===== config.mk =====
export PLATFORM = sky130hd
export DESIGN_NAME = animation_frame_timer
export DESIGN_NICKNAME = d
export VERILOG_FILES = /design/src/rtl/core/afrm_pkg.sv /design/src/rtl/core/animation_frame_timer.sv
export SDC_FILE = /design/constraint.sdc
export NUM_CORES = 1
export LEC_CHECK = 0
export BUFFER_PORTS_ARGS = -buffer_cell sky130_fd_sc_hd__buf_2
export CAP_MARGIN = 20
export CELL_PAD_IN_SITES_DETAIL_PLACEMENT = 1
export CELL_PAD_IN_SITES_GLOBAL_PLACEMENT = 1
export CORE_MARGIN = 4
export CORE_UTILIZATION = 51
export CTS_BUF_LIST = sky130_fd_sc_hd__clkbuf_16
export DETAILED_ROUTE_END_ITERATION = 8
export HOLD_SLACK_MARGIN = 0.05
export PLACE_DENSITY = 0.83
export SLEW_MARGIN = 20
export SYNTH_ARGS = -nofsm -noshare
export SYNTH_HDL_FRONTEND = slang
export SYNTH_SLANG_ARGS = --single-unit

===== constraint.sdc =====
create_clock -name clock -period 9.8 [get_ports clock]
set_input_delay 0.49 -clock clock [delete_from_list [all_inputs] [get_ports clock]]
set_output_delay 0.49 -clock clock [all_outputs]
set_load 0.05 [all_outputs]

===== src/rtl/core/afrm_pkg.sv =====
// Shared constants for the animation frame timer: field widths, the Q0.16 unit
// and the configuration register indexes.
// No dependencies.
package afrm_pkg;

   localparam int TIME_W  = 32;   // millisecond time stamps
   localparam int HALF_W  = 16;   // frame indexes, spans, frame times, fractions
   localparam int FRAME_W = 17;   // frame results and Q0.16 weights
   localparam int IDX_W   = 3;    // configuration register index
   localparam int DIVQ_W  = TIME_W + HALF_W;  // quotient register: {count, fraction}
   localparam int CNT_W   = 6;

   localparam logic [FRAME_W-1:0] Q16_ONE  = 17'h10000;
   localparam logic [FRAME_W-1:0] Q16_ZERO = 17'h00000;

   localparam logic [CNT_W-1:0] DIV_STEPS = 6'd47;  // 48 quotient bits, minus one
   localparam logic [CNT_W-1:0] MOD_STEPS = 6'd31;  // 32 dividend bits, minus one

   localparam logic [IDX_W-1:0] REG_START_TIME = 3'd0;
   localparam logic [IDX_W-1:0] REG_FIRST      = 3'd1;
   localparam logic [IDX_W-1:0] REG_SPAN       = 3'd2;
   localparam logic [IDX_W-1:0] REG_FRAME_TIME = 3'd3;
   localparam logic [IDX_W-1:0] REG_LOOPING    = 3'd4;

endpackage


===== src/rtl/core/animation_frame_timer.sv =====
// Animation frame timer: frame selection and Q0.16 backward interpolation weight.
// Depends on afrm_pkg.
//
// Each item carries the current time in ms. A single restoring divider (one
// 17-bit subtract and compare per cycle) divides the elapsed time, extended by
// 16 fraction bits, by the frame time in 48 steps, giving the frame count and
// the Q0.16 fraction. When a looping animation runs past its last frame, the
// same unit takes the frame count modulo the span in 32 more steps. When the
// time is not past the start or the span is empty, an item skips the divider
// and goes straight to the final state, which holds while a full output
// register is stalled. req_stall is high while an item is in work; a finished
// result waits in the output register and the next item is taken meanwhile.
// Configuration is accepted every cycle and must only be written while the
// block is idle.
module animation_frame_timer (
   input  logic                            clock,
   input  logic                            reset,
   // input items
   input  logic                            req_valid,
   output logic                            req_stall,
   input  logic [afrm_pkg::TIME_W-1:0]     req_now_ms,
   // result items
   output logic                            rsp_valid,
   input  logic                            rsp_stall,
   output logic [afrm_pkg::FRAME_W-1:0]    rsp_current_frame,
   output logic [afrm_pkg::FRAME_W-1:0]    rsp_old_frame,
   output logic [afrm_pkg::FRAME_W-1:0]    rsp_back_lerp,
   output logic                            rsp_done_res,
   // configuration writes
   input  logic                            csr_valid,
   output logic                            csr_ready,
   input  logic [afrm_pkg::IDX_W-1:0]      csr_index,
   input  logic [afrm_pkg::TIME_W-1:0]     csr_wdata
);

   typedef enum logic [1:0] {ST_IDLE, ST_DIV, ST_MOD, ST_FIN} state_type;

   state_type state_ff;

   // configuration
   logic [afrm_pkg::TIME_W-1:0]  start_time_ff;
   logic [afrm_pkg::HALF_W-1:0]  first_ff;
   logic [afrm_pkg::HALF_W-1:0]  span_ff;
   logic [afrm_pkg::HALF_W-1:0]  frame_time_ff;
   logic                         looping_ff;

   // divider and sequencer datapath
   logic [afrm_pkg::HALF_W-1:0]  r_ff;
   logic [afrm_pkg::HALF_W-1:0]  d_ff;
   logic [afrm_pkg::DIVQ_W-1:0]  q_ff;
   logic [afrm_pkg::CNT_W-1:0]   cnt_ff;
   logic [afrm_pkg::HALF_W-1:0]  frac_ff;
   logic [afrm_pkg::FRAME_W-1:0] cur_ff;
   logic [afrm_pkg::FRAME_W-1:0] shown_ff;

   // output register
   logic                         rsp_valid_ff;
   logic [afrm_pkg::FRAME_W-1:0] rsp_cur_ff;
   logic [afrm_pkg::FRAME_W-1:0] rsp_old_ff;
   logic [afrm_pkg::FRAME_W-1:0] rsp_lerp_ff;
   logic                         rsp_done_ff;

   logic                         req_take;
   logic                         fast_path;
   logic [afrm_pkg::TIME_W-1:0]  elapsed;
   logic [afrm_pkg::HALF_W-1:0]  ft_eff;
   logic [afrm_pkg::HALF_W:0]    shifted;
   logic                         ge;
   logic [afrm_pkg::HALF_W:0]    diff;
   logic [afrm_pkg::HALF_W-1:0]  r_in;
   logic [afrm_pkg::DIVQ_W-1:0]  q_in;
   logic [afrm_pkg::TIME_W-1:0]  k_val;
   logic                         past_end;
   logic [afrm_pkg::FRAME_W-1:0] first_ext;
   logic [afrm_pkg::FRAME_W-1:0] last_val;
   logic [afrm_pkg::FRAME_W-1:0] old_in;
   logic [afrm_pkg::FRAME_W-1:0] lerp_in;
   logic                         fin_load;

   assign req_take  = req_valid && (state_ff == ST_IDLE);
   assign req_stall = (state_ff != ST_IDLE);
   assign csr_ready = 1'b1;

   assign elapsed   = req_now_ms - start_time_ff;
   assign fast_path = (req_now_ms <= start_time_ff) || (span_ff == '0);
   assign ft_eff    = (frame_time_ff == '0) ? afrm_pkg::HALF_W'(1) : frame_time_ff;

   // one restoring division step
   assign shifted = {r_ff, q_ff[afrm_pkg::DIVQ_W-1]};
   assign ge      = (shifted >= {1'b0, d_ff});
   assign diff    = shifted - {1'b0, d_ff};
   assign r_in    = ge ? diff[afrm_pkg::HALF_W-1:0] : shifted[afrm_pkg::HALF_W-1:0];
   assign q_in    = {q_ff[afrm_pkg::DIVQ_W-2:0], ge};

   assign k_val     = q_in[afrm_pkg::DIVQ_W-1:afrm_pkg::HALF_W];
   assign past_end  = (k_val > {{(afrm_pkg::TIME_W-afrm_pkg::HALF_W){1'b0}}, span_ff});
   assign first_ext = {1'b0, first_ff};
   assign last_val  = first_ext + {1'b0, span_ff};

   always_comb begin
      if ((cur_ff > first_ext) && (cur_ff <= last_val)) begin
         old_in = cur_ff - afrm_pkg::FRAME_W'(1);
      end else begin
         old_in = shown_ff;
      end
      if (cur_ff == first_ext) begin
         lerp_in = afrm_pkg::Q16_ZERO;
      end else if (cur_ff == last_val) begin
         lerp_in = afrm_pkg::Q16_ONE;
      end else begin
         lerp_in = afrm_pkg::Q16_ONE - {1'b0, frac_ff};
      end
   end

   assign fin_load = (state_ff == ST_FIN) && !(rsp_valid_ff && rsp_stall);

   // configuration registers
   always_ff @(posedge clock) begin
      if (reset) begin
         start_time_ff <= '0;
         first_ff      <= '0;
         span_ff       <= '0;
         frame_time_ff <= afrm_pkg::HALF_W'(1);
         looping_ff    <= 1'b0;
      end else if (csr_valid && csr_ready) begin
         case (csr_index)
            afrm_pkg::REG_START_TIME: start_time_ff <= csr_wdata;
            afrm_pkg::REG_FIRST:      first_ff      <= csr_wdata[afrm_pkg::HALF_W-1:0];
            afrm_pkg::REG_SPAN:       span_ff       <= csr_wdata[afrm_pkg::HALF_W-1:0];
            afrm_pkg::REG_FRAME_TIME: frame_time_ff <= csr_wdata[afrm_pkg::HALF_W-1:0];
            afrm_pkg::REG_LOOPING:    looping_ff    <= csr_wdata[0];
            default: ;
         endcase
      end
   end

   // divider datapath, no reset needed
   always_ff @(posedge clock) begin
      case (state_ff)
         ST_IDLE: begin
            if (req_take) begin
               r_ff    <= '0;
               d_ff    <= ft_eff;
               q_ff    <= {elapsed, {afrm_pkg::HALF_W{1'b0}}};
               cnt_ff  <= afrm_pkg::DIV_STEPS;
               frac_ff <= '0;
               cur_ff  <= first_ext;
            end
         end
         ST_DIV: begin
            if (cnt_ff == '0) begin
               frac_ff <= q_in[afrm_pkg::HALF_W-1:0];
               // set up the wrap: k mod span
               r_ff    <= '0;
               d_ff    <= span_ff;
               q_ff    <= {k_val, {afrm_pkg::HALF_W{1'b0}}};
               cnt_ff  <= afrm_pkg::MOD_STEPS;
               if (!past_end) begin
                  cur_ff <= first_ext + k_val[afrm_pkg::FRAME_W-1:0];
               end else begin
                  cur_ff <= last_val - afrm_pkg::FRAME_W'(1);
               end
            end else begin
               r_ff   <= r_in;
               q_ff   <= q_in;
               cnt_ff <= cnt_ff - afrm_pkg::CNT_W'(1);
            end
         end
         ST_MOD: begin
            r_ff   <= r_in;
            q_ff   <= q_in;
            cnt_ff <= cnt_ff - afrm_pkg::CNT_W'(1);
            if (cnt_ff == '0) begin
               cur_ff <= first_ext + {1'b0, r_in};
            end
         end
         default: ;
      endcase
   end

   // sequencer and output register
   always_ff @(posedge clock) begin
      if (reset) begin
         state_ff     <= ST_IDLE;
         rsp_valid_ff <= 1'b0;
         shown_ff     <= '0;
      end else begin
         if (fin_load) begin
            rsp_valid_ff <= 1'b1;
         end else if (!rsp_stall) begin
            rsp_valid_ff <= 1'b0;
         end
         case (state_ff)
            ST_IDLE: begin
               if (req_take) begin
                  state_ff <= fast_path ? ST_FIN : ST_DIV;
               end
            end
            ST_DIV: begin
               if (cnt_ff == '0) begin
                  state_ff <= (past_end && looping_ff) ? ST_MOD : ST_FIN;
               end
            end
            ST_MOD: begin
               if (cnt_ff == '0) begin
                  state_ff <= ST_FIN;
               end
            end
            ST_FIN: begin
               // hold until the output register is free
               if (fin_load) begin
                  rsp_cur_ff   <= cur_ff;
                  rsp_old_ff   <= old_in;
                  rsp_lerp_ff  <= lerp_in;
                  rsp_done_ff  <= (lerp_in == afrm_pkg::Q16_ONE);
                  shown_ff     <= cur_ff;
                  state_ff     <= ST_IDLE;
               end
            end
            default: state_ff <= ST_IDLE;
         endcase
      end
   end

   assign rsp_valid         = rsp_valid_ff;
   assign rsp_current_frame = rsp_cur_ff;
   assign rsp_old_frame     = rsp_old_ff;
   assign rsp_back_lerp     = rsp_lerp_ff;
   assign rsp_done_res      = rsp_done_ff;

   // the partial remainder stays below the divisor throughout a division
   a_rem_below_div: assert property (@(posedge clock) disable iff (reset)
      ((state_ff == ST_DIV) || (state_ff == ST_MOD)) |-> (r_ff < d_ff))
      else $error("divider remainder not below divisor");

   // the wrap step never runs with an empty span
   a_mod_span: assert property (@(posedge clock) disable iff (reset)
      (state_ff == ST_MOD) |-> (d_ff != '0))
      else $error("modulo step with zero span");

   // a finished item lands in the output register and frees the input side
   a_fin_load: assert property (@(posedge clock) disable iff (reset)
      fin_load |=> (rsp_valid_ff && (state_ff == ST_IDLE)))
      else $error("finished item not delivered to output register");

   // the weight never exceeds one
   a_lerp_range: assert property (@(posedge clock) disable iff (reset)
      rsp_valid_ff |-> (rsp_lerp_ff <= afrm_pkg::Q16_ONE))
      else $error("back_lerp above 1.0");

endmodule


# Yosys cells after proc, flatten, opt, wreduce, memory -nomap -nowiden
# Index checks and enable logic that the tools add are counted.
# totals
regBits,272
latch_bits,0
mem_bits_rw,0
romBits,0
in_bits,72
output_inout_bits,55
wordCells,107
memories,0
# op_classes
n_addsub,9
n_mul,0
n_div,0
n_lt_le_gt_ge,5
n_eq_ne,15
shifts,0
mux,33
n_bitwise,1
n_reduce_logical,26
# ops
op,count
48-bit case mux with 3 select lines,1
16-bit two-way mux,8
17-bit two-way mux,7
16-bit case mux with 2 select lines,2
17-bit case mux with 3 select lines,1
48-bit two-way mux,1
16-bit case mux with 3 select lines,1
16-bit by 16-bit adder with 17-bit output,2
17-bit by 1-bit subtractor with 17-bit output (second input constant),2
32-bit by 16-bit greater-than comparator with 1-bit output,1
32-bit <= comparator,1
16-bit zero test,2
32-bit subtractor,1
6-bit case mux with 3 select lines,1
16-bit by 17-bit adder with 17-bit output,1
17-bit by 16-bit == test with 1-bit output,1
17-bit == test,1
17-bit == test (second input constant),1
17-bit by 16-bit greater-or-equal comparator with 1-bit output,1
17-bit by 16-bit greater-than comparator with 1-bit output,1
17-bit <= comparator,1
17-bit by 16-bit subtractor with 17-bit output (first input constant),1
16-bit subtractor,1
2-bit AND reduction,7
other kinds (23),42

# Depth between registers and ports, before layout
# depth
word_depth,5
mapped_depth,24
ltp_nobuf,23

# Least setup slack after synthesis
# Ideal clock, no wire load.
# synth_path
kind,flip-flop to flip-flop
from,register r_ff[0] in the netlist's numbering
to,"register cur_ff[14] in the netlist's numbering, data pin"
setup_time_ns,0.269
arrival_ns,4.317
required_time_ns,9.531
path_slack_ns,5.215
path_stages_with_launch,21
path_buffers,1
synth_period_minus_slack_ns,4.585
cell_sequence,edfxtp_1 ha_1 nor2b_1 o21ai_1 a21boi_1 o21ai_1 a2111oi_0 o311ai_1 nand2_1 buf_2 mux2_1 ha_1 nor2b_1 o21a_1 o21ai_0 a211oi_1 o31ai_1 nand2b_1 xor2_1 a221oi_1 a22oi_2
# synth_between
elab_chain_len,5
elab_cells_between_ends,6
cone_classes,add/sub: 2; order compare: 1; mux: 3
# synth_rtl
item,line,text
from (decl),animation_frame_timer.sv:48,logic [afrm_pkg::HALF_W-1:0] r_ff;
from (signal assigned),animation_frame_timer.sv:164,r_ff <= r_in;
from (signal assigned),animation_frame_timer.sv:170,r_ff <= r_in;
16-bit subtractor or 17-bit by 16-bit greater-or-equal comparator with 1-bit output (tied branches),"animation_frame_timer.sv:91, animation_frame_timer.sv:90",
16-bit two-way mux (*),animation_frame_timer.sv:92,assign r_in = ge ? diff[afrm_pkg::HALF_W-1:0] : shifted[afrm_pkg::HALF_W-1:0];
16-bit by 16-bit adder with 17-bit output (*),animation_frame_timer.sv:174,"cur_ff <= first_ext + {1'b0, r_in};"
17-bit two-way mux (*),animation_frame_timer.sv:173,if (cnt_ff == '0) begin
17-bit case mux with 3 select lines (*),animation_frame_timer.sv:139,case (state_ff)
to (signal assigned),animation_frame_timer.sv:147,cur_ff <= first_ext;
to (signal assigned),animation_frame_timer.sv:159,cur_ff <= first_ext + k_val[afrm_pkg::FRAME_W-1:0];
to (signal assigned),animation_frame_timer.sv:174,
to (decl),animation_frame_timer.sv:53,logic [afrm_pkg::FRAME_W-1:0] cur_ff;
# Every way passes the cells marked *; elsewhere a longest branch is shown, timed or not. The select of a mux whose other input is x is not followed.
# A chain may end at the register's enable or synchronous reset.

# Worst setup path in the final report
# layout_path
from,register r_ff[0] in the netlist's numbering
to,"register cur_ff[13] in the netlist's numbering, data pin"
# Same word-level chain as after synthesis.

==> impl_metrics.tcl <==
set metrics [dict create \
    timing.final.crit_share 0.615 \
    io_pins 127 \
    die-area_mm2 0.0379 \
    peakVddDrop_mv 0.182 \
    die_x_um 195 \
    r2r-start "r_ff[0]" \
    synth_common_cells "nand2_1, a21oi_1, edfxtp_1" \
    place_ws_ps 4000 \
    gp_congestion 0.924 \
    post_drt_wl_per_cell_um 21.7 \
    num_antenna_cells 0 \
    cts_hold_buffers 0 \
    path_class "register to register" \
    ys_types 87 \
    skew_ps 8.23 \
    yosysTopAreaCellShare 0.289 \
    cp.required_ps 10090 \
    max_stage_delay_ps 710 \
    yosysTopAreaCell "edfxtp_1" \
    drc 0 \
    globalRoute.totalOverflow 0 \
    reg2reg_slack_ps 3770 \
    slew_headroom 0.298 \
    portBuffers 125 \
    power_density_mw_per_mm2 299 \
    setup_tns_ps 0 \
    grt_pass1_wl_mm 87.2 \
    grt_start_max_net_pins 58 \
    final_hold_viol_count 0 \
    crit_end "cur_ff[13]" \
    synth_edf_count 171 \
    cts_setup_buffers 0 \
    antenna_found_initial 1 \
    worst_hold_path_type "input port to register" \
    clk_pin_slew_worst_paths_ps 60 \
    period_minus_slack_ps 6030 \
    startpoint_type "register" \
    syn-num-nets 2185 \
    fmaxAchievable_mhz 166 \
    nNetsFinal 2288 \
    ant_nets 0 \
    synth_seq_area_share 0.403 \
    tightestPinTransition_ps 1050 \
    core_area_mm2 0.0345 \
    clockBufferDepth 3 \
    yosysMostFrequentCell "nand2_1" \
    rsz0062_at_grt "no" \
    initial_core_util 0.516 \
    vias_per_cell 5.99 \
    wl_met2_mm 26.8 \
    synth-seq-cells 272 \
    setup_viol 0 \
    dpl.hpwl_mm 41.7 \
    worst_slack_ps 3770 \
    ctsHtreeMaxLevel 1 \
    power.leakage_nw 7.91 \
    tritoncts "done" \
    area_delta_synth_final_pct 11.8 \
    grtUsageTotal 0.283 \
    fillers 4003 \
    crit_path_max_fanout 20 \
    die_h_um 195 \
    path_cells "ha_1 -> nor2b_1 -> o21ai_1 -> a21boi_1 -> o21ai_1 -> a2111oi_0 -> o311ai_1 -> nand2_1 -> mux2_1 -> ha_1 -> a21oi_1 -> nand2_1 -> a31oi_1 -> o21ai_0 -> a21boi_0 -> o21bai_1 -> xor2_1 -> a221oi_1 -> a22oi_1" \
    rows 68 \
    slew_violations 0 \
    status "complete, no violations" \
    ys_async_sr_fraction 0 \
    critPathCaptureType "register" \
    grt_pass1_vias 16100 \
    ys_warn_count 0 \
    syn-cell-area_mm2 0.0178 \
    reg2reg_to "cur_ff[13]" \
    drtPass1Iterations 5 \
    drive_gt1_frac 0.121 \
    drt_iter0_drc 993 \
    clockRootBuffer "clkbuf_16" \
    maxCapViolations 0 \
    crit_start "r_ff[0]" \
    cp_slowest_cell "nand2_1" \
    top_layer_used "met5" \
    clock_sinks 272 \
    ff2ff_path_depth 19 \
    wirelength_met1_mm 23.5 \
    wl_met3_mm 2.63 \
    syn_avg_cell_area_um2 9.11 \
    clk_latency_ps 580 \
    drt-total-wl_mm 55.0 \
    cts.repair.resized 0 \
    syn_inst 1950 \
    ys_top_cells_by_area "edfxtp_1, dfxtp_1, ha_1" \
    worst-endpoint-arrival_ps 6320 \
    vias 15200 \
    cts_buffers 31 \
    synth_ff_type "edfxtp_1" \
]
-- critical path: cells and delay by family (launching register included) --
family                   cells  cell delay, ps
AO/OA/AOI/OAI               12            3040
AND/OR/NAND/NOR              3             960
adder cells (fa/ha/maj)      2             680
flip-flops                   1             450
multiplexers                 1             430
XOR/XNOR                     1             150
-- placed cells by master (no fill, tap or decap), drive strengths merged, types with 10 or more instances in the layout --
cell	instances
mux2	43
a21oi	194
buf	139
nand2	312
a31oi	13
a211oi	12
nand2b	22
o31ai	12
dfxtp	101
nand3	22
edfxtp	171
nor2b	23
nand4	23
and3	14
inv	135
o21bai	10
a211o	12
clkinv	13
a21o	37
o211ai	11
xnor2	52
a221oi	14
xor2	50
o21a	19
and2	49
o21ai	87
mux2i	13
nor2	101
or2	10
clkbuf	31
nor3	43
ha	158
nor4	21
-- layout make-up --
cell class / count / area (µm²) / share of cell area
Multi-Input combinational cell: 1481 / 9900 / 0.498
Sequential cell: 272 / 7160 / 0.360
Clock buffer: 31 / 776 / 0.0390
Timing Repair Buffer: 139 / 757 / 0.0381
Tap cell: 455 / 569 / 0.0287
Inverter: 128 / 480 / 0.0242
Clock inverter: 27 / 226 / 0.0114
-- report_power, final --
| group | total (W) | internal, W | switching [W] |
|---|---|---|---|
| combinational | 0.00280 | 0.00107 | 0.00173 |
| clock | 0.00116 | 0.000657 | 0.000501 |
| sequential | 0.00197 | 0.00170 | 0.000277 |
-- per-layer routing --
layer	up-vias	GRT usage
met2	384	0.501
met5	-	0
li1	7211	-
met4	2	0.103
met1	7455	0.358
met3	115	0.0328
-- logic make-up after synthesis --
| kind of cell | after synthesis | synth area share |
|---|---|---|
| and+or+nand+nor | 682 | 0.183 |
| other | 1 | 0.000211 |
| AOI/OAI and AO/OA | 477 | 0.170 |
| DFF | 272 | 0.403 |
| xor gates and xnor gates | 102 | 0.0507 |
| adders and majority gates | 163 | 0.117 |
| buffers and inverters | 197 | 0.0427 |
| muxes | 56 | 0.0346 |
-- worst min-delay path by stage --
stage               cells past startpoint           from                 to  slack, ps
floorplan                               2   shown_ff[14]       shown_ff[14]        430
global route                            3  csr_wdata[17]  start_time_ff[17]        140
global placement                        2    shown_ff[5]        shown_ff[5]        440
CTS                                     3  csr_wdata[21]  start_time_ff[21]        110
finish                                  3  csr_wdata[21]  start_time_ff[21]        140
detailed placement                      2   shown_ff[16]       shown_ff[16]        450
-- state kept, by name, indices dropped and copies added, names as in the netlist, 6 cells and up --
register / cells
frame_time_ff: 16
q_ff: 48
first_ff: 16
d_ff: 16
shown_ff: 17
cur_ff: 17
r_ff: 16
rsp_old_frame: 17
start_time_ff: 32
span_ff: 16
frac_ff: 16
rsp_back_lerp: 17
cnt_ff: 6
rsp_current_frame: 17
-- per-stage QoR --
stage | cell area (µm²) | cells | hold slack [ps] | total power [W] | utilization
2_1_floorplan | 17800 | 1950 | 432 | 0.00389 | -
3_3_place_gp | 18800 | 2473 | 439 | 0.00457 | 0.546
3_5_place_dp | 18800 | 2474 | 449 | 0.00473 | 0.547
4_1_cts | 19800 | 2532 | 114 | 0.00593 | 0.576
5_1_grt | 19900 | 2533 | 135 | 0.00633 | 0.577
6_report | 19900 | 2533 | 144 | 0.00593 | 0.577
(Power assumes the default switching activity.)
